File: src/sv/msmt_pkg.sv
package msmt_pkg;

    // Geometry of the tested region and of the modulo stride
    localparam int ADDR_WIDTH = 28;
    localparam int STRIDE     = 20;
    localparam int PTR_W      = ADDR_WIDTH + 1;
    localparam int OFF_W      = 5;
    localparam int WC_W       = 29;
    localparam int PAT_W      = 64;
    localparam int RPT_W      = 8;
    localparam int ERR_W      = 32;
    localparam int CMD_W      = 2;
    localparam int PH_W       = 2;

    // Largest region size in words
    localparam logic [PTR_W-1:0] REGION_MAX = {1'b1, {ADDR_WIDTH{1'b0}}};

    // Test phases
    localparam logic [PH_W-1:0] PH_FILL    = 2'd0;
    localparam logic [PH_W-1:0] PH_DISTURB = 2'd1;
    localparam logic [PH_W-1:0] PH_VERIFY  = 2'd2;
    localparam logic [PH_W-1:0] PH_DONE    = 2'd3;

    // Memory commands
    localparam logic [CMD_W-1:0] CMD_NOP      = 2'd0;
    localparam logic [CMD_W-1:0] CMD_WRITE    = 2'd1;
    localparam logic [CMD_W-1:0] CMD_READ     = 2'd2;
    localparam logic [CMD_W-1:0] CMD_FINISHED = 2'd3;

    localparam logic [RPT_W-1:0] DEFAULT_REPEATS = 8'd3;

    // Configuration register map (8-byte spacing)
    localparam int PADDR_W   = 5;
    localparam int REG_IDX_W = 2;
    localparam logic [REG_IDX_W-1:0] REG_BASE_PATTERN = 2'd0;
    localparam logic [REG_IDX_W-1:0] REG_REPEAT_COUNT = 2'd1;
    localparam logic [REG_IDX_W-1:0] REG_WORD_COUNT   = 2'd2;

    // Stream widths
    localparam int IN_TDATA_W  = 72;
    localparam int OUT_TDATA_W = 168;

    typedef struct packed {
        logic [PAT_W-1:0] read_data;
        logic             abort;
    } t_item;

    typedef struct packed {
        logic [CMD_W-1:0]      command;
        logic [ADDR_WIDTH-1:0] address;
        logic [PAT_W-1:0]      write_data;
        logic                  checked;
        logic                  mismatch;
        logic [ADDR_WIDTH-1:0] checked_address;
        logic [ERR_W-1:0]      error_count;
        logic                  pass_polarity;
        logic [OFF_W-1:0]      pass_offset;
    } t_result;

    typedef struct packed {
        logic [PAT_W-1:0] base_pattern;
        logic [RPT_W-1:0] repeat_count;
        logic [WC_W-1:0]  word_count;
    } t_cfg;

endpackage

File: src/sv/modulo_stride_memory_test_sequencer.sv
// Modulo-20 memory test sequencer: one memory command per accepted transaction.
// An accepted transaction waits in the input register for the result register.
// Throughput: one transaction per cycle unless the master side stalls; the input
// and result registers decouple the stream sides; sequencer state advances once per step.
// Reset (i_rst_n low, synchronous) clears the sequence state, the error count and
// the registers; word_count resets to 1.
module modulo_stride_memory_test_sequencer (
    input  logic                               i_clk,
    input  logic                               i_rst_n,
    // slave stream
    input  logic                               i_s_tvalid,
    output logic                               o_s_tready,
    // read_data[63:0], abort[64], zero pad[71:65]
    input  logic [msmt_pkg::IN_TDATA_W-1:0]    i_s_tdata,
    // master stream
    output logic                               o_m_tvalid,
    input  logic                               i_m_tready,
    // command[1:0], address[29:2], write_data[93:30], checked[94], mismatch[95],
    // checked_address[123:96], error_count[155:124], pass_polarity[156],
    // pass_offset[161:157], zero pad[167:162]
    output logic [msmt_pkg::OUT_TDATA_W-1:0]   o_m_tdata,
    // configuration port
    input  logic                               psel,
    input  logic                               penable,
    input  logic                               pwrite,
    input  logic [msmt_pkg::PADDR_W-1:0]       paddr,
    input  logic [63:0]                        pwdata,
    output logic [63:0]                        prdata,
    output logic                               pready
);

    localparam int OUT_PAD = msmt_pkg::OUT_TDATA_W - $bits(msmt_pkg::t_result);

    logic              r_in_valid;
    msmt_pkg::t_item   r_in_item;
    logic              r_out_valid;
    msmt_pkg::t_result r_out;
    logic              advance;
    msmt_pkg::t_cfg    cfg;
    msmt_pkg::t_result step_res;

    msmt_cfg u_cfg (
        .i_clk   (i_clk),
        .i_rst_n (i_rst_n),
        .psel    (psel),
        .penable (penable),
        .pwrite  (pwrite),
        .paddr   (paddr),
        .pwdata  (pwdata),
        .prdata  (prdata),
        .pready  (pready),
        .o_cfg   (cfg)
    );

    msmt_seq u_seq (
        .i_clk    (i_clk),
        .i_rst_n  (i_rst_n),
        .i_step   (advance),
        .i_item   (r_in_item),
        .i_cfg    (cfg),
        .o_result (step_res)
    );

    // Step when an item is held and the result register can take it
    assign advance    = r_in_valid & (~r_out_valid | i_m_tready);
    assign o_s_tready = ~r_in_valid | advance;

    // Capture the input transaction
    always_ff @(posedge i_clk) begin
        if (!i_rst_n) begin
            r_in_valid <= 1'b0;
        end else if (o_s_tready) begin
            r_in_valid <= i_s_tvalid;
        end
    end

    always_ff @(posedge i_clk) begin
        if (i_s_tvalid && o_s_tready) begin
            r_in_item.read_data <= i_s_tdata[msmt_pkg::PAT_W-1:0];
            r_in_item.abort     <= i_s_tdata[msmt_pkg::PAT_W];
        end
    end

    // Hold the result until the master side takes it
    always_ff @(posedge i_clk) begin
        if (!i_rst_n) begin
            r_out_valid <= 1'b0;
        end else if (advance) begin
            r_out_valid <= 1'b1;
        end else if (i_m_tready) begin
            r_out_valid <= 1'b0;
        end
    end

    always_ff @(posedge i_clk) begin
        if (advance) begin
            r_out <= step_res;
        end
    end

    assign o_m_tvalid = r_out_valid;
    assign o_m_tdata  = {{OUT_PAD{1'b0}}, r_out.pass_offset, r_out.pass_polarity,
                         r_out.error_count, r_out.checked_address, r_out.mismatch,
                         r_out.checked, r_out.write_data, r_out.address, r_out.command};

endmodule

File: src/sv/msmt_cfg.sv
module msmt_cfg (
    input  logic                          i_clk,
    input  logic                          i_rst_n,
    input  logic                          psel,
    input  logic                          penable,
    input  logic                          pwrite,
    input  logic [msmt_pkg::PADDR_W-1:0]  paddr,
    input  logic [63:0]                   pwdata,
    output logic [63:0]                   prdata,
    output logic                          pready,
    output msmt_pkg::t_cfg                o_cfg
);

    logic [msmt_pkg::PAT_W-1:0]     r_base_pattern;
    logic [msmt_pkg::RPT_W-1:0]     r_repeat_count;
    logic [msmt_pkg::WC_W-1:0]      r_word_count;
    logic [msmt_pkg::REG_IDX_W-1:0] reg_idx;
    logic                           wr_en;

    assign reg_idx = paddr[msmt_pkg::PADDR_W-1:3];
    assign wr_en   = psel & penable & pwrite & pready;
    assign pready  = 1'b1;

    // Write the addressed register
    always_ff @(posedge i_clk) begin
        if (!i_rst_n) begin
            r_base_pattern <= '0;
            r_repeat_count <= '0;
            r_word_count   <= msmt_pkg::WC_W'(1);
        end else if (wr_en) begin
            case (reg_idx)
                msmt_pkg::REG_BASE_PATTERN: r_base_pattern <= pwdata;
                msmt_pkg::REG_REPEAT_COUNT: r_repeat_count <= pwdata[msmt_pkg::RPT_W-1:0];
                msmt_pkg::REG_WORD_COUNT:   r_word_count   <= pwdata[msmt_pkg::WC_W-1:0];
                default: ;
            endcase
        end
    end

    // Read back the addressed register
    always_comb begin
        case (reg_idx)
            msmt_pkg::REG_BASE_PATTERN: prdata = r_base_pattern;
            msmt_pkg::REG_REPEAT_COUNT: prdata = 64'(r_repeat_count);
            msmt_pkg::REG_WORD_COUNT:   prdata = 64'(r_word_count);
            default:                    prdata = '0;
        endcase
    end

    assign o_cfg.base_pattern = r_base_pattern;
    assign o_cfg.repeat_count = r_repeat_count;
    assign o_cfg.word_count   = r_word_count;

endmodule

File: src/sv/msmt_seq.sv
module msmt_seq (
    input  logic              i_clk,
    input  logic              i_rst_n,
    input  logic              i_step,
    input  msmt_pkg::t_item   i_item,
    input  msmt_pkg::t_cfg    i_cfg,
    output msmt_pkg::t_result o_result
);

    logic                             r_polarity, n_polarity;
    logic [msmt_pkg::OFF_W-1:0]       r_offset, n_offset;
    logic [msmt_pkg::PH_W-1:0]        r_phase, n_phase;
    logic [msmt_pkg::RPT_W-1:0]       r_repeats, n_repeats;
    logic [msmt_pkg::PTR_W-1:0]       r_ptr, n_ptr;
    logic [msmt_pkg::OFF_W-1:0]       r_residue, n_residue;
    logic                             r_read_pending, n_read_pending;
    logic [msmt_pkg::ADDR_WIDTH-1:0]  r_pend_addr, n_pend_addr;
    logic                             r_pend_prot, n_pend_prot;
    logic [msmt_pkg::ERR_W-1:0]       r_err, n_err;

    logic [msmt_pkg::PTR_W-1:0]       region;
    logic [msmt_pkg::OFF_W:0]         off_inc;
    logic                             off_ge_lim;
    logic                             off_next_ok;
    logic [msmt_pkg::PAT_W-1:0]       chk_pat;
    logic [msmt_pkg::PAT_W-1:0]       exp_data;
    logic [msmt_pkg::PAT_W-1:0]       iss_pat;
    logic [msmt_pkg::RPT_W-1:0]       rep_dec;
    logic                             prot;
    msmt_pkg::t_result                res;

    // Clamp the live word count to the address space
    assign region = (msmt_pkg::PTR_W'(i_cfg.word_count) > msmt_pkg::REGION_MAX) ?
                    msmt_pkg::REGION_MAX : msmt_pkg::PTR_W'(i_cfg.word_count);

    // Offset limits against min(stride, words)
    assign off_inc     = {1'b0, r_offset} + (msmt_pkg::OFF_W+1)'(1);
    assign off_ge_lim  = (r_offset >= msmt_pkg::OFF_W'(msmt_pkg::STRIDE)) ||
                         (msmt_pkg::PTR_W'(r_offset) >= region);
    assign off_next_ok = (off_inc < (msmt_pkg::OFF_W+1)'(msmt_pkg::STRIDE)) &&
                         (msmt_pkg::PTR_W'(off_inc) < region);

    assign chk_pat  = r_polarity ? ~i_cfg.base_pattern : i_cfg.base_pattern;
    assign exp_data = r_pend_prot ? chk_pat : ~chk_pat;
    assign rep_dec  = (r_repeats != '0) ? r_repeats - msmt_pkg::RPT_W'(1) : r_repeats;

    // One step: compare pending read, advance phase, issue command
    always_comb begin
        n_polarity     = r_polarity;
        n_offset       = r_offset;
        n_phase        = r_phase;
        n_repeats      = r_repeats;
        n_ptr          = r_ptr;
        n_residue      = r_residue;
        n_read_pending = 1'b0;
        n_pend_addr    = r_pend_addr;
        n_pend_prot    = r_pend_prot;
        n_err          = r_err;
        res            = '0;
        res.command    = msmt_pkg::CMD_FINISHED;

        // Compare the word returned for the previous read
        if (r_read_pending) begin
            res.checked         = 1'b1;
            res.checked_address = r_pend_addr;
            if (i_item.read_data != exp_data) begin
                res.mismatch = 1'b1;
                if (r_err != '1) begin
                    n_err = r_err + msmt_pkg::ERR_W'(1);
                end
            end
        end

        if (i_item.abort) begin
            n_phase = msmt_pkg::PH_DONE;
        end

        // Close a finished phase and move to the next one
        if (n_phase != msmt_pkg::PH_DONE) begin
            if (off_ge_lim) begin
                n_phase = msmt_pkg::PH_DONE;
            end else if (r_ptr >= region) begin
                n_ptr     = '0;
                n_residue = '0;
                case (r_phase)
                    msmt_pkg::PH_FILL: begin
                        n_repeats = (i_cfg.repeat_count != '0) ? i_cfg.repeat_count :
                                    msmt_pkg::DEFAULT_REPEATS;
                        n_phase   = msmt_pkg::PH_DISTURB;
                    end
                    msmt_pkg::PH_DISTURB: begin
                        n_repeats = rep_dec;
                        if (rep_dec == '0) begin
                            n_phase = msmt_pkg::PH_VERIFY;
                        end
                    end
                    msmt_pkg::PH_VERIFY: begin
                        n_phase = msmt_pkg::PH_FILL;
                        if (off_next_ok) begin
                            n_offset = off_inc[msmt_pkg::OFF_W-1:0];
                        end else if (!r_polarity) begin
                            n_polarity = 1'b1;
                            n_offset   = '0;
                        end else begin
                            n_phase = msmt_pkg::PH_DONE;
                        end
                    end
                    default: ;
                endcase
            end
        end

        iss_pat = n_polarity ? ~i_cfg.base_pattern : i_cfg.base_pattern;
        prot    = (n_residue == n_offset);

        // Issue the memory command for the current word
        if (n_phase != msmt_pkg::PH_DONE) begin
            res.address = n_ptr[msmt_pkg::ADDR_WIDTH-1:0];
            case (n_phase)
                msmt_pkg::PH_FILL: begin
                    res.command    = msmt_pkg::CMD_WRITE;
                    res.write_data = iss_pat;
                end
                msmt_pkg::PH_DISTURB: begin
                    if (prot) begin
                        res.command = msmt_pkg::CMD_NOP;
                    end else begin
                        res.command    = msmt_pkg::CMD_WRITE;
                        res.write_data = ~iss_pat;
                    end
                end
                msmt_pkg::PH_VERIFY: begin
                    res.command    = msmt_pkg::CMD_READ;
                    n_read_pending = 1'b1;
                    n_pend_addr    = n_ptr[msmt_pkg::ADDR_WIDTH-1:0];
                    n_pend_prot    = prot;
                end
                default: ;
            endcase
            n_ptr     = n_ptr + msmt_pkg::PTR_W'(1);
            n_residue = (n_residue == msmt_pkg::OFF_W'(msmt_pkg::STRIDE - 1)) ?
                        '0 : n_residue + msmt_pkg::OFF_W'(1);
        end

        res.error_count   = n_err;
        res.pass_polarity = n_polarity;
        res.pass_offset   = n_offset;
    end

    assign o_result = res;

    // Hold the sequencer state between steps
    always_ff @(posedge i_clk) begin
        if (!i_rst_n) begin
            r_polarity     <= 1'b0;
            r_offset       <= '0;
            r_phase        <= msmt_pkg::PH_FILL;
            r_repeats      <= '0;
            r_ptr          <= '0;
            r_residue      <= '0;
            r_read_pending <= 1'b0;
            r_pend_addr    <= '0;
            r_pend_prot    <= 1'b0;
            r_err          <= '0;
        end else if (i_step) begin
            r_polarity     <= n_polarity;
            r_offset       <= n_offset;
            r_phase        <= n_phase;
            r_repeats      <= n_repeats;
            r_ptr          <= n_ptr;
            r_residue      <= n_residue;
            r_read_pending <= n_read_pending;
            r_pend_addr    <= n_pend_addr;
            r_pend_prot    <= n_pend_prot;
            r_err          <= n_err;
        end
    end

`ifndef SYNTH
    a_offset_in_stride: assert property (@(posedge i_clk) disable iff (!i_rst_n)
        (r_phase != msmt_pkg::PH_DONE) |-> (r_offset < msmt_pkg::OFF_W'(msmt_pkg::STRIDE)))
        else $error("offset beyond stride while test runs");
    a_residue_in_stride: assert property (@(posedge i_clk) disable iff (!i_rst_n)
        r_residue < msmt_pkg::OFF_W'(msmt_pkg::STRIDE))
        else $error("pointer residue out of range");
    a_done_sticky: assert property (@(posedge i_clk) disable iff (!i_rst_n)
        (r_phase == msmt_pkg::PH_DONE) |=> (r_phase == msmt_pkg::PH_DONE))
        else $error("left finished state without reset");
    a_pending_in_verify: assert property (@(posedge i_clk) disable iff (!i_rst_n)
        r_read_pending |-> (r_phase == msmt_pkg::PH_VERIFY))
        else $error("read pending outside verify phase");
    a_disturb_repeats: assert property (@(posedge i_clk) disable iff (!i_rst_n)
        (r_phase == msmt_pkg::PH_DISTURB) |-> (r_repeats != '0))
        else $error("disturb phase with no passes left");
`endif

endmodule

File: config.mk
export PLATFORM = sky130hd
export DESIGN_NAME = modulo_stride_memory_test_sequencer
export DESIGN_NICKNAME = d
export VERILOG_FILES = /design/src/sv/msmt_pkg.sv /design/src/sv/modulo_stride_memory_test_sequencer.sv /design/src/sv/msmt_cfg.sv /design/src/sv/msmt_seq.sv
export SDC_FILE = /design/constraint.sdc
export NUM_CORES = 1
export LEC_CHECK = 0
export BUFFER_PORTS_ARGS = -buffer_cell sky130_fd_sc_hd__buf_2
export CELL_PAD_IN_SITES_DETAIL_PLACEMENT = 0
export CELL_PAD_IN_SITES_GLOBAL_PLACEMENT = 1
export CORE_MARGIN = 2
export CORE_UTILIZATION = 41
export CTS_BUF_LIST = sky130_fd_sc_hd__clkbuf_8
export CTS_CLUSTER_SIZE = 40
export DETAILED_ROUTE_END_ITERATION = 8
export PLACE_DENSITY = 0.77
export SLEW_MARGIN = 20
export SYNTH_ARGS = -nofsm -noshare
export SYNTH_HDL_FRONTEND = slang
export SYNTH_SLANG_ARGS = --single-unit
File: constraint.sdc
create_clock -name i_clk -period 7 [get_ports i_clk]
set_input_delay 0.7 -clock i_clk [delete_from_list [all_inputs] [get_ports i_clk]]
set_output_delay 0.7 -clock i_clk [all_outputs]
set_load 0.005 [all_outputs]
* Word level (Yosys, flattened, before mapping)
Cells that the tools add are included.
** Word-level totals
- Register bits :: 442
- Bits of input ports :: 148
** Operators by class
- Multiplexer cells :: 49
- Order comparisons :: 6
- Bitwise gates (word level) :: 11
- Add/sub/neg operators :: 5
- Reduce and logical (&&, ||, !) cells :: 16
- Eq/ne operators :: 12
** Operator list (count)
- 2-to-1 mux 64 bit :: 4
- inverter 64 bit :: 3
- one-hot mux 64 bit (3 select lines) :: 1
- 2-to-1 mux 29 bit :: 5
- one-hot mux 64 bit (2 select lines) :: 1
- 2-to-1 mux 32 bit :: 3
- inequality test 64 bit :: 1
- 2-to-1 mux 5 bit :: 11
- adder 32 x 1 -> 32 bit, second input constant :: 1
- inequality test 32 bit, second input constant :: 1
- 2-to-1 mux 30 bit :: 1
- adder 29 x 1 -> 29 bit, second input constant :: 1
- greater-or-equal comparator 29 bit :: 1
- greater-or-equal comparator 5 x 29 -> 1 bit :: 1
- > comparator 29 bit, second input constant :: 1
- < comparator 6 x 29 -> 1 bit :: 1
- 2-to-1 mux 8 bit :: 2
- one-hot mux 8 bit (2 select lines) :: 1
- nonzero test 8 bit :: 2
- 2-to-1 mux 2 bit :: 7
- one-hot mux 2 bit (3 select lines) :: 2
- 2-to-1 mux 1 bit :: 11
- logical NOT 8 bit :: 1
- subtractor 8 x 1 -> 8 bit, second input constant :: 1
- 19 further kinds :: 35

* Logic depth before layout (Yosys ltp)
Gate-level depths: netlist of the first run.
- Depth in word-level cells :: 13
- Mapped depth :: 23
- Gate-level depth less buffers :: 20

* Modules after synthesis
Synthesis of the first run repeated with hierarchy kept, for this count alone.
** Second synthesis, totals
- Cell total of the unflattened synthesis :: 2151
- Area total of the unflattened synthesis :: 21570.7 um^2
** By module, submodules not included
- msmt_seq :: cells each 1390, area each 9944.5 um^2, seq. area each 2242.2 um^2, instances 1
- modulo_stride_memory_test_sequencer :: cells each 243, area each 6969.2 um^2, seq. area each 6856.6 um^2, instances 1
- msmt_cfg :: cells each 518, area each 4657.0 um^2, seq. area each 2021.9 um^2, instances 1

* Worst setup path after synthesis of the first run
OpenSTA, ideal clock, no wires.
- Kind :: input -> register
- From :: input i_m_tready
- To :: register u_seq.r_offset[0] (netlist bit)
- Stages :: 6
- Setup slack :: 0.359 ns
- Required time :: 6.600 ns
- Arrival time :: 6.242 ns
- Path buffers :: 2
- Setup time :: 0.400 ns
- Cell sequence :: nor2b_1 > nand2b_1 > clkinv_1 > clkbuf_1 > buf_1 > a311oi_1
** Between the ends
- Cells in the longest elaborated chain, start to end :: 2
** Ends and longest elaborated chain
- start, declared :: line modulo_stride_memory_test_sequencer.sv:17 : input logic i_m_tready,
- bitwise OR 1 bit :: line modulo_stride_memory_test_sequencer.sv:65 : assign advance = r_in_valid & (~r_out_valid | i_m_tready);
- AND 1 bit :: line modulo_stride_memory_test_sequencer.sv:65
- net advance :: line modulo_stride_memory_test_sequencer.sv:38 : logic advance;
- end signal, assigned :: line msmt_seq.sv:167 : r_offset <= n_offset;
- end, declared :: line msmt_seq.sv:11 : logic [msmt_pkg::OFF_W-1:0] r_offset, n_offset;
The timed path passes the listed nets, and every way through them passes these cells.
A chain may end at the register's enable or synchronous reset.

* Worst setup path after layout of the first run
- From :: register u_cfg.r_word_count[23] (netlist bit)
- To :: register r_out, in the netlist o_m_tdata[39] (data pin)
** Between the ends
- Cells in the longest elaborated chain, start to end :: 13
** Ends and longest elaborated chain
- start, declared :: line msmt_cfg.sv:16 : logic [msmt_pkg::WC_W-1:0] r_word_count;
- start signal, assigned :: line msmt_cfg.sv:29 : r_word_count <= msmt_pkg::WC_W'(1);
- start signal, assigned :: line msmt_cfg.sv:34 : msmt_pkg::REG_WORD_COUNT: r_word_count <= pwdata[msmt_pkg::WC_W-1:0];
- > comparator 29 bit :: line msmt_seq.sv:33 : assign region = (msmt_pkg::PTR_W'(i_cfg.word_count) > msmt_pkg::REGION_MAX) ?
- 2-to-1 mux 29 bit (*) :: line msmt_seq.sv:33
- branches (longest 11 deep; another with < comparator 6 x 29 -> 1 bit)
- end signal, assigned :: line modulo_stride_memory_test_sequencer.sv:97 : r_out <= step_res;
- end, declared :: line modulo_stride_memory_test_sequencer.sv:37 : msmt_pkg::t_result r_out;
Every way passes the cells marked *.

==> results.md, run 1 <==
* Hold Buf Count CTS at 0
* Placed wire-length estimate at 44600 µm
* Relative slew slack at 28.1%
* Post-synth EDFFs at 227
* Reg2Reg Capture Point: o_m_tdata[39]$_SDFFCE_PP0P_
* Register area at 11100 µm²
* Die Area at 54200 µm²
* CTS tree: built
* Mapped Area at 21500 µm²
* Worst Skew at 22.1 ps
* Syn Area/Cell at 10.1 µm²
* Via count at 17515
* RSZ-0062 raised after global routing: false
* GR Util All Layers at 23.5%
* Gates resized, CTS repair at 0
* Antenna-violating nets left at 0
* Period utilisation layout at 82.3%
* Status: complete, no violations
* Power Density at 232 nW/µm²
* Max stage delay on crit path at 620 ps
* Peak supply drop at 0.149 mV
* Initial Utilization at 41.7%
* Worst hold slack at 206 ps
* Pre-antenna DRT Iters at 5
* Die W at 233 µm
* Total Nets Final at 2665
* FF+latch count, synth at 442
* GRT Residual Overflow at 0
* Worst setup path class: reg -> reg
* Min Tclk post-route at 5760 ps
* Seq/Total Area, Yosys at 51.8%
* Req. time, crit path at 7490 ps
* Final WL at 65000 µm
* Final-report hold violation count at 0
* P_leak at 9.90 nW
* Synth Instances at 2134
* Core Rows at 83
* Starting DRT DRC Count at 1519
* Clk_lat worst skew at 660 ps
* Share of cells above drive strength 1 at 23.0%
* Core region area at 51500 µm²
* Fmax at 173 MHz
* Initial antenna violation count at 12
* Reg clk slew, reported paths at 60 ps
* Asr flop ratio synth at 0%
* Vias/cell at 5.44
* Non-Filler Instances at 3220
* Worst Tran Pin Value at 1060 ps
* Worst Hold Endpoint: r_in_item[18]$_DFFE_PP_
* Final setup viols at 0
* I/O pins at 383
* IO buf count at 365
* Top_reg_cell synth: edfxtp_1
* Detailed-route DRC error count at 0
* CP Max Fanout at 79
* DIE HEIGHT at 233 µm
* Critical-path top delay cell: a311oi_1
* CP Cell Sequence: nor4_1 > nand4_1 > o41ai_2 > buf_4 > nand2_1 > ha_1 > a21o_1 > a21o_1 > a221oi_1 > a31o_2 > buf_4 > o21ai_0 > a311oi_1 > nor4_4 > buf_12 > a211oi_2
* R2r setup slk at 1240 ps
* Maxcap violations at 0
* Post-layout util at 49.1%
* CP endpoint kind: flip-flop
* HP Class: in -> reg
* Inst Count DP at 3071
* Count of cell types in the netlist at 78
* Final TNS setup at 0 ps
* GP Congestion at 0.873
* First-pass GRT wire length at 97600 µm
* Worst r2r src: u_cfg.r_word_count[23]$_SDFFE_PN0P_
* Worst path arrival time at 6250 ps
* # Post-CTS Setup Buffers at 0
* Pre-CTS WS at 1310 ps
* Crit path launch type: flip-flop
* Root Buffer: clkbuf_8
* Worst Slack Setup Final at 1240 ps
* Filler Cell Count at 4852
* Hold Path Cell Cnt at 1
* Sink Count at 442
* H-tree depth at 3
* Area Overhead vs Synth at 17.8%
* Number of buffers created by CTS at 77
* Number of global-route vias before repair at 16624
* Area of the multi-input gates at 9730 µm²
* R2R depth at 16
* Clk buf depth at 3
* WL/cell at 20.2 µm
* Ys Warns at 0
* Max-slew violation count at 0
* Pin count of the biggest net entering global routing at 121
* HP Start: i_s_tdata[17]
-- stage by stage --
| step | power, mW | cell area [µm²] |
|---|---|---|
| 4_1_cts | 5.94 | 25300 |
| 2_1_floorplan | 3.45 | 21500 |
| 6_report | 5.88 | 25300 |
| 3_5_place_dp | 3.72 | 23900 |
| 5_1_grt | 6.12 | 25300 |
| 3_3_place_gp | 3.71 | 23900 |
-- cells in the mapped netlist (6+ instances only) --
| cell | instances | area, µm² |
|---|---|---|
| a211oi_2 | 60 | 751 |
| nand2_1 | 357 | 1340 |
| nor3_1 | 32 | 160 |
| nand2b_1 | 15 | 93.8 |
| nor2_1 | 109 | 409 |
| nor2b_1 | 6 | 37.5 |
| nor4_1 | 35 | 219 |
| o21ai_0 | 46 | 230 |
| o211ai_1 | 12 | 90.1 |
| and2_1 | 72 | 450 |
| inv_1 | 20 | 75.1 |
| clkbuf_1 | 105 | 394 |
| or4_1 | 7 | 52.6 |
| nand3b_1 | 6 | 45.0 |
| a31oi_1 | 11 | 68.8 |
| a211oi_1 | 10 | 75.1 |
| edfxtp_1 | 227 | 6820 |
| xor2_1 | 95 | 832 |
| and3_1 | 47 | 294 |
| o22ai_1 | 7 | 43.8 |
| mux2i_1 | 57 | 571 |
| xnor2_1 | 86 | 753 |
| dfxtp_1 | 215 | 4300 |
| buf_6 | 6 | 67.6 |
| ha_1 | 47 | 588 |
| buf_1 | 11 | 41.3 |
| or3_1 | 18 | 113 |
| nand4_1 | 38 | 238 |
| a21oi_1 | 162 | 811 |
| buf_2 | 13 | 65.1 |
| buf_4 | 7 | 52.6 |
| nand3_1 | 94 | 470 |
| nor3b_1 | 7 | 52.6 |
-- how the worst max path moves through the flow --
stage / endpoint / slack [ps] / cells after the start / start
detailed placement: o_m_tdata[93]$_SDFFCE_PP0P_ / 1310 / 16 / u_cfg.r_word_count[24]$_SDFFE_PN0P_
global route: o_m_tdata[39]$_SDFFCE_PP0P_ / 830 / 16 / u_cfg.r_word_count[23]$_SDFFE_PN0P_
floorplan: u_seq.r_offset[0]$_SDFFE_PN0P_ / 360 / 6 / i_m_tready
finish: o_m_tdata[39]$_SDFFCE_PP0P_ / 1240 / 16 / u_cfg.r_word_count[23]$_SDFFE_PN0P_
global placement: o_m_tdata[68]$_SDFFCE_PP0P_ / 1410 / 16 / u_cfg.r_word_count[24]$_SDFFE_PN0P_
CTS: o_m_tdata[88]$_SDFFCE_PP0P_ / 1260 / 16 / u_cfg.r_word_count[23]$_SDFFE_PN0P_
-- flip-flops by register name (all words and copies together), names as in the netlist --
name / count
o_m_tdata: 162
r_in_item: 65
u_cfg.r_base_pattern: 64
u_seq.r_err: 32
u_cfg.r_word_count: 29
u_seq.r_ptr: 29
u_seq.r_pend_addr: 28
u_cfg.r_repeat_count: 8
u_seq.r_repeats: 8
u_seq.r_offset: 5
u_seq.r_residue: 5
u_seq.r_phase: 2
o_m_tvalid: 1
r_in_valid: 1
u_seq.r_pend_prot: 1
u_seq.r_polarity: 1
u_seq.r_read_pending: 1
-- layer usage --
metal | wire (µm) | track usage (%) | up-vias
met3 | 4450 | 5.01 | 110
met1 | 28700 | 32.6 | 8461
li1 | - | - | 8314
met5 | 86 | 0 | -
met2 | 30200 | 36.4 | 618
met4 | 1570 | 7.58 | 12
-- where the power goes --
part	switching (mW)	total (mW)	internal, mW
combinational	0.533	0.778	0.245
sequential	0.0497	2.88	2.83
clock	1.09	2.22	1.13
total	1.67	5.88	4.21
-- area by class of cell --
cell class	instances	area share, %
sequential	442	43.9
multi-input combinational	1532	38.5
clock buffer	80	4.35
antenna	8	0.0791
clock inverter	61	1.23
tap	680	3.36
inverter	22	0.376
timing repair buffer	395	8.21
-- layout by cell type, fill, tap and decap left out, types with 10 or more instances in the layout --
cell type	n
a211oi_1	10
a211oi_2	60
a21oi_1	162
a31oi_1	10
and2_1	71
and3_1	47
buf_2	365
buf_4	28
clkbuf_8	80
clkinv_1	15
dfxtp_1	215
edfxtp_1	227
ha_1	47
inv_1	53
mux2i_1	57
nand2_1	356
nand2b_1	15
nand3_1	94
nand4_1	38
nor2_1	109
nor3_1	31
nor4_1	35
o211ai_1	12
o21ai_0	45
or3_1	17
xnor2_1	86
xor2_1	95
-- worst max-delay path: cells and delay by family, from the launching register on --
family | cells | cell delay, ps
AOI/OAI and AO/OA | 8 | 2750
buffers and inverters | 3 | 1090
and+or+nand+nor | 4 | 960
adders and majority gates | 1 | 310
DFF | 1 | 340
-- cells by family (layout without fill, tap and decap cells) --
kind of cell | count (synthesis) | after routing | synth area share (%)
simple gates | 865 | 865 | 19.5
flops | 442 | 442 | 51.8
compound gates | 370 | 370 | 12.3
xor+xnor | 182 | 182 | 7.45
buf+inv | 165 | 558 | 3.30
mux | 61 | 61 | 2.87
fa+ha+maj | 47 | 47 | 2.74
other cells | 2 | 15 | 0.0350
No activity file was read; power rests on OpenSTA's default activity.
==> inputs of run 2 (changes only) <==
--- a/config.mk
+++ b/config.mk
@@ -9,11 +9,11 @@
 export CELL_PAD_IN_SITES_DETAIL_PLACEMENT = 0
 export CELL_PAD_IN_SITES_GLOBAL_PLACEMENT = 1
 export CORE_MARGIN = 2
-export CORE_UTILIZATION = 41
+export CORE_UTILIZATION = 45
 export CTS_BUF_LIST = sky130_fd_sc_hd__clkbuf_8
 export CTS_CLUSTER_SIZE = 40
 export DETAILED_ROUTE_END_ITERATION = 8
-export PLACE_DENSITY = 0.77
+export PLACE_DENSITY = 0.81
 export SLEW_MARGIN = 20
 export SYNTH_ARGS = -nofsm -noshare
 export SYNTH_HDL_FRONTEND = slang
==> constraint.sdc (replaced) <==
create_clock -name i_clk -period 5.6 [get_ports i_clk]
set_input_delay 0.56 -clock i_clk [delete_from_list [all_inputs] [get_ports i_clk]]
set_output_delay 0.56 -clock i_clk [all_outputs]
set_load 0.005 [all_outputs]
==> run 2 against run 1 <==
  * Total power increased by 27%
  * Hold slack got worse by 140 ps
  * Clock power increased by 30%
  * Clock-buffer cell count increased by 4
  * Non-clock buffer count increased by 6
  * Highest routed layer unchanged
  * Combinational power increased by 26%
  * Clock skew increased by 5.1 ps
  * Utilization increased by 4.4 points
  * First-iteration DRC count decreased by 1.1%
  * Maximum frequency increased by 9.4%
  * Sequential share of layout area decreased by 0.17 points
==> results.md, run 2 (synthesis results as in run 1) <==
* Status: complete, no violations (unchanged)
* P_leak at 9.97 nW (was 9.90 nW)
* Peak supply drop at 0.316 mV (was 0.149 mV)
* Core region area at 47400 µm² (was 51500 µm²)
* Number of global-route vias before repair at 16887 (was 16624)
* Vias/cell at 5.60 (was 5.44)
* Maxcap violations at 0 (unchanged)
* Area Overhead vs Synth at 18.2% (was 17.8%)
* Min Tclk post-route at 5270 ps (was 5760 ps)
* Worst Slack Setup Final at 330 ps (was 1240 ps)
* Root Buffer: clkbuf_8 (unchanged)
* Core Rows at 80 (was 83)
* H-tree depth at 3 (unchanged)
* Post-Layout Inst Area at 25400 µm² (was 25300 µm²)
* Total Nets Final at 2670 (was 2665)
* Worst path buffer plus inverter count at 1 (was 3)
* Sink Count at 442 (unchanged)
* Relative slew slack at 28.7% (was 28.1%)
* GRT Residual Overflow at 0 (unchanged)
* Detailed-route DRC error count at 0 (unchanged)
* Most frequent cells in the layout: 365 x buf_2, 356 x nand2_1, 227 x edfxtp_1 (unchanged)
* Max reg flops at 162 (unchanged)
* Period utilisation layout at 94.1% (was 82.3%)
* Pre-CTS WS at 214 ps (was 1310 ps)
* Clk_lat worst skew at 670 ps (was 660 ps)
* Worst setup path class: reg -> reg (unchanged)
* Final TNS setup at 0 ps (unchanged)
* Pre-antenna DRT Iters at 6 (was 5)
* Gates resized, CTS repair at 0 (unchanged)
* Crit path launch type: flip-flop (unchanged)
* Final setup viols at 0 (unchanged)
* Req. time, crit path at 6160 ps (was 7490 ps)
* Max stage delay on crit path at 620 ps (about the same)
* Share of cells above drive strength 1 at 23.7% (was 23.0%)
* Placed wire-length estimate at 44100 µm (was 44600 µm)
* Fmax at 190 MHz (was 173 MHz)
* Pin count of the biggest net entering global routing at 127 (was 121)
* Reg clk slew, reported paths at 70 ps (was 60 ps)
* Final-report hold violation count at 0 (unchanged)
* Die W at 223 µm (was 233 µm)
* Filler Cell Count at 4310 (was 4852)
* Number of buffers created by CTS at 76 (was 77)
* Hold Buf Count CTS at 0 (unchanged)
* Initial antenna violation count at 9 (was 12)
* GP Congestion at 0.871 (was 0.873)
* Antenna-violating nets left at 0 (unchanged)
* Worst Skew at 27.2 ps (was 22.1 ps)
* Max-slew violation count at 0 (unchanged)
* RSZ-0062 raised after global routing: false (unchanged)
* Final WL at 63700 µm (was 65000 µm)
* I/O pins at 383 (unchanged)
* # Post-CTS Setup Buffers at 0 (unchanged)
* Power Density at 294 nW/µm² (was 232 nW/µm²)
* Worst hold slack at 62.9 ps (was 206 ps)
* Crit-path leading delay family: compound AO/OA/AOI/OAI gates (unchanged)
* Most common cell after layout, fill and taps aside: buf_2 (unchanged)
* CP Cell Sequence: or4_1 > o41ai_2 > buf_12 > nand2_1 > ha_1 > a21o_1 > a21o_1 > a221oi_1 > a31o_2 > and2_1 > ha_1 > and3_1 > nand2_1 > nor3_2 > nand3_1 > o22ai_2 > a31oi_1 > o31a_1 (was nor4_1 > nand4_1 > o41ai_2 > buf_4 > nand2_1 > ha_1 > a21o_1 > a21o_1 > a221oi_1 > a31o_2 > buf_4 > o21ai_0 > a311oi_1 > nor4_4 > buf_12 > a211oi_2)
* First-pass GRT wire length at 96800 µm (was 97600 µm)
* Placed cell areas at 23900 µm² (about the same)
* WL/cell at 20.1 µm (was 20.2 µm)
* Die Area at 49500 µm² (was 54200 µm²)
* Worst Tran Pin Value at 1070 ps (was 1060 ps)
* IO buf count at 365 (unchanged)
* Clk buf depth at 3 (unchanged)
* GR Util All Layers at 25.0% (was 23.5%)
* Critical-path top delay cell: a221oi_1 (was a311oi_1)
* CTS tree: built (unchanged)
* DIE HEIGHT at 223 µm (was 233 µm)
* HP Class: in -> reg (unchanged)
* Starting DRT DRC Count at 1503 (was 1519)
* Worst path arrival time at 5830 ps (was 6250 ps)
* CP endpoint kind: flip-flop (unchanged)
* CP Max Fanout at 22 (was 79)
* Via count at 17699 (was 17515)
* Initial Utilization at 45.3% (was 41.7%)
==> run 2: cell types whose count changed in the layout (fill, tap and decap cells not counted), sizes merged <==
cell      previous run  this run
buf                395       401
bufinv               2         3
clkbuf              80        84
clkinv              20        23
clkinvlp             5         3
diode                8        10
inv                 56        49
==> run 2: per-stage QoR <==
stage	cells	total power, mW	utilization, %
after floorplan	2139	4.30	-
after global placement	3012	4.63	50.3
after detailed placement	3012	4.65	50.3
after CTS	3152	7.52	53.4
after global routing	3160	7.75	53.5
final	3162	7.46	53.5
==> run 2: worst paths after layout <==
path / from / endpoint / slack [ps] / cells past startpoint
min: i_s_tdata[50] / r_in_item[51]$_DFFE_PP_ / 60 / 1
max: u_cfg.r_word_count[20]$_SDFFE_PN0P_ / u_seq.r_ptr[14]$_SDFFE_PN0P_ / 330 / 18
max reg2reg: u_cfg.r_word_count[20]$_SDFFE_PN0P_ / u_seq.r_ptr[14]$_SDFFE_PN0P_ / 330 / 18
min reg2reg: u_seq.r_pend_addr[7]$_SDFFE_PN0P_ / u_seq.r_pend_addr[7]$_SDFFE_PN0P_ / 450 / 2
==> run 2: worst reg2reg max path: stages, from the launching register on <==
cell and delay, ps:
dfxtp_1 350, or4_1 600, o41ai_2 450, buf_12 210, nand2_1 70, ha_1 300, a21o_1 190, a21o_1 180
a221oi_1 620, a31o_2 310, and2_1 210, ha_1 240, and3_1 190, nand2_1 90, nor3_2 220, nand3_1 190
o22ai_2 310, a31oi_1 130, o31a_1 320
==> run 2: per-layer routing <==
metal / vias to the layer above / GRT usage (%) / routed length, µm
li1: 8338 / - / -
met1: 8564 / 34.0 / 27700
met2: 678 / 39.4 / 29600
met3: 117 / 5.13 / 4510
met4: 2 / 9.83 / 1920
met5: - / 0 / 11
==> run 2: where the power goes <==
part | leakage (nW) | internal, mW | switching, mW
logic | 5.24 | 0.317 | 0.664
clock network | 0.851 | 1.52 | 1.36
registers | 3.88 | 3.54 | 0.0617
==> run 2: area by class of cell <==
cell class              instances  area [µm²]  area share (%)
multi-input cells            1532        9750            38.4
clock inverters                56         324            1.28
flip-flops and latches        442       11100            43.8
diodes                         10        25.0          0.0985
repair buffers                401        2160            8.50
well taps                     615         769            3.03
clock buffers                  84        1160            4.55
inverters                      22        95.1           0.374
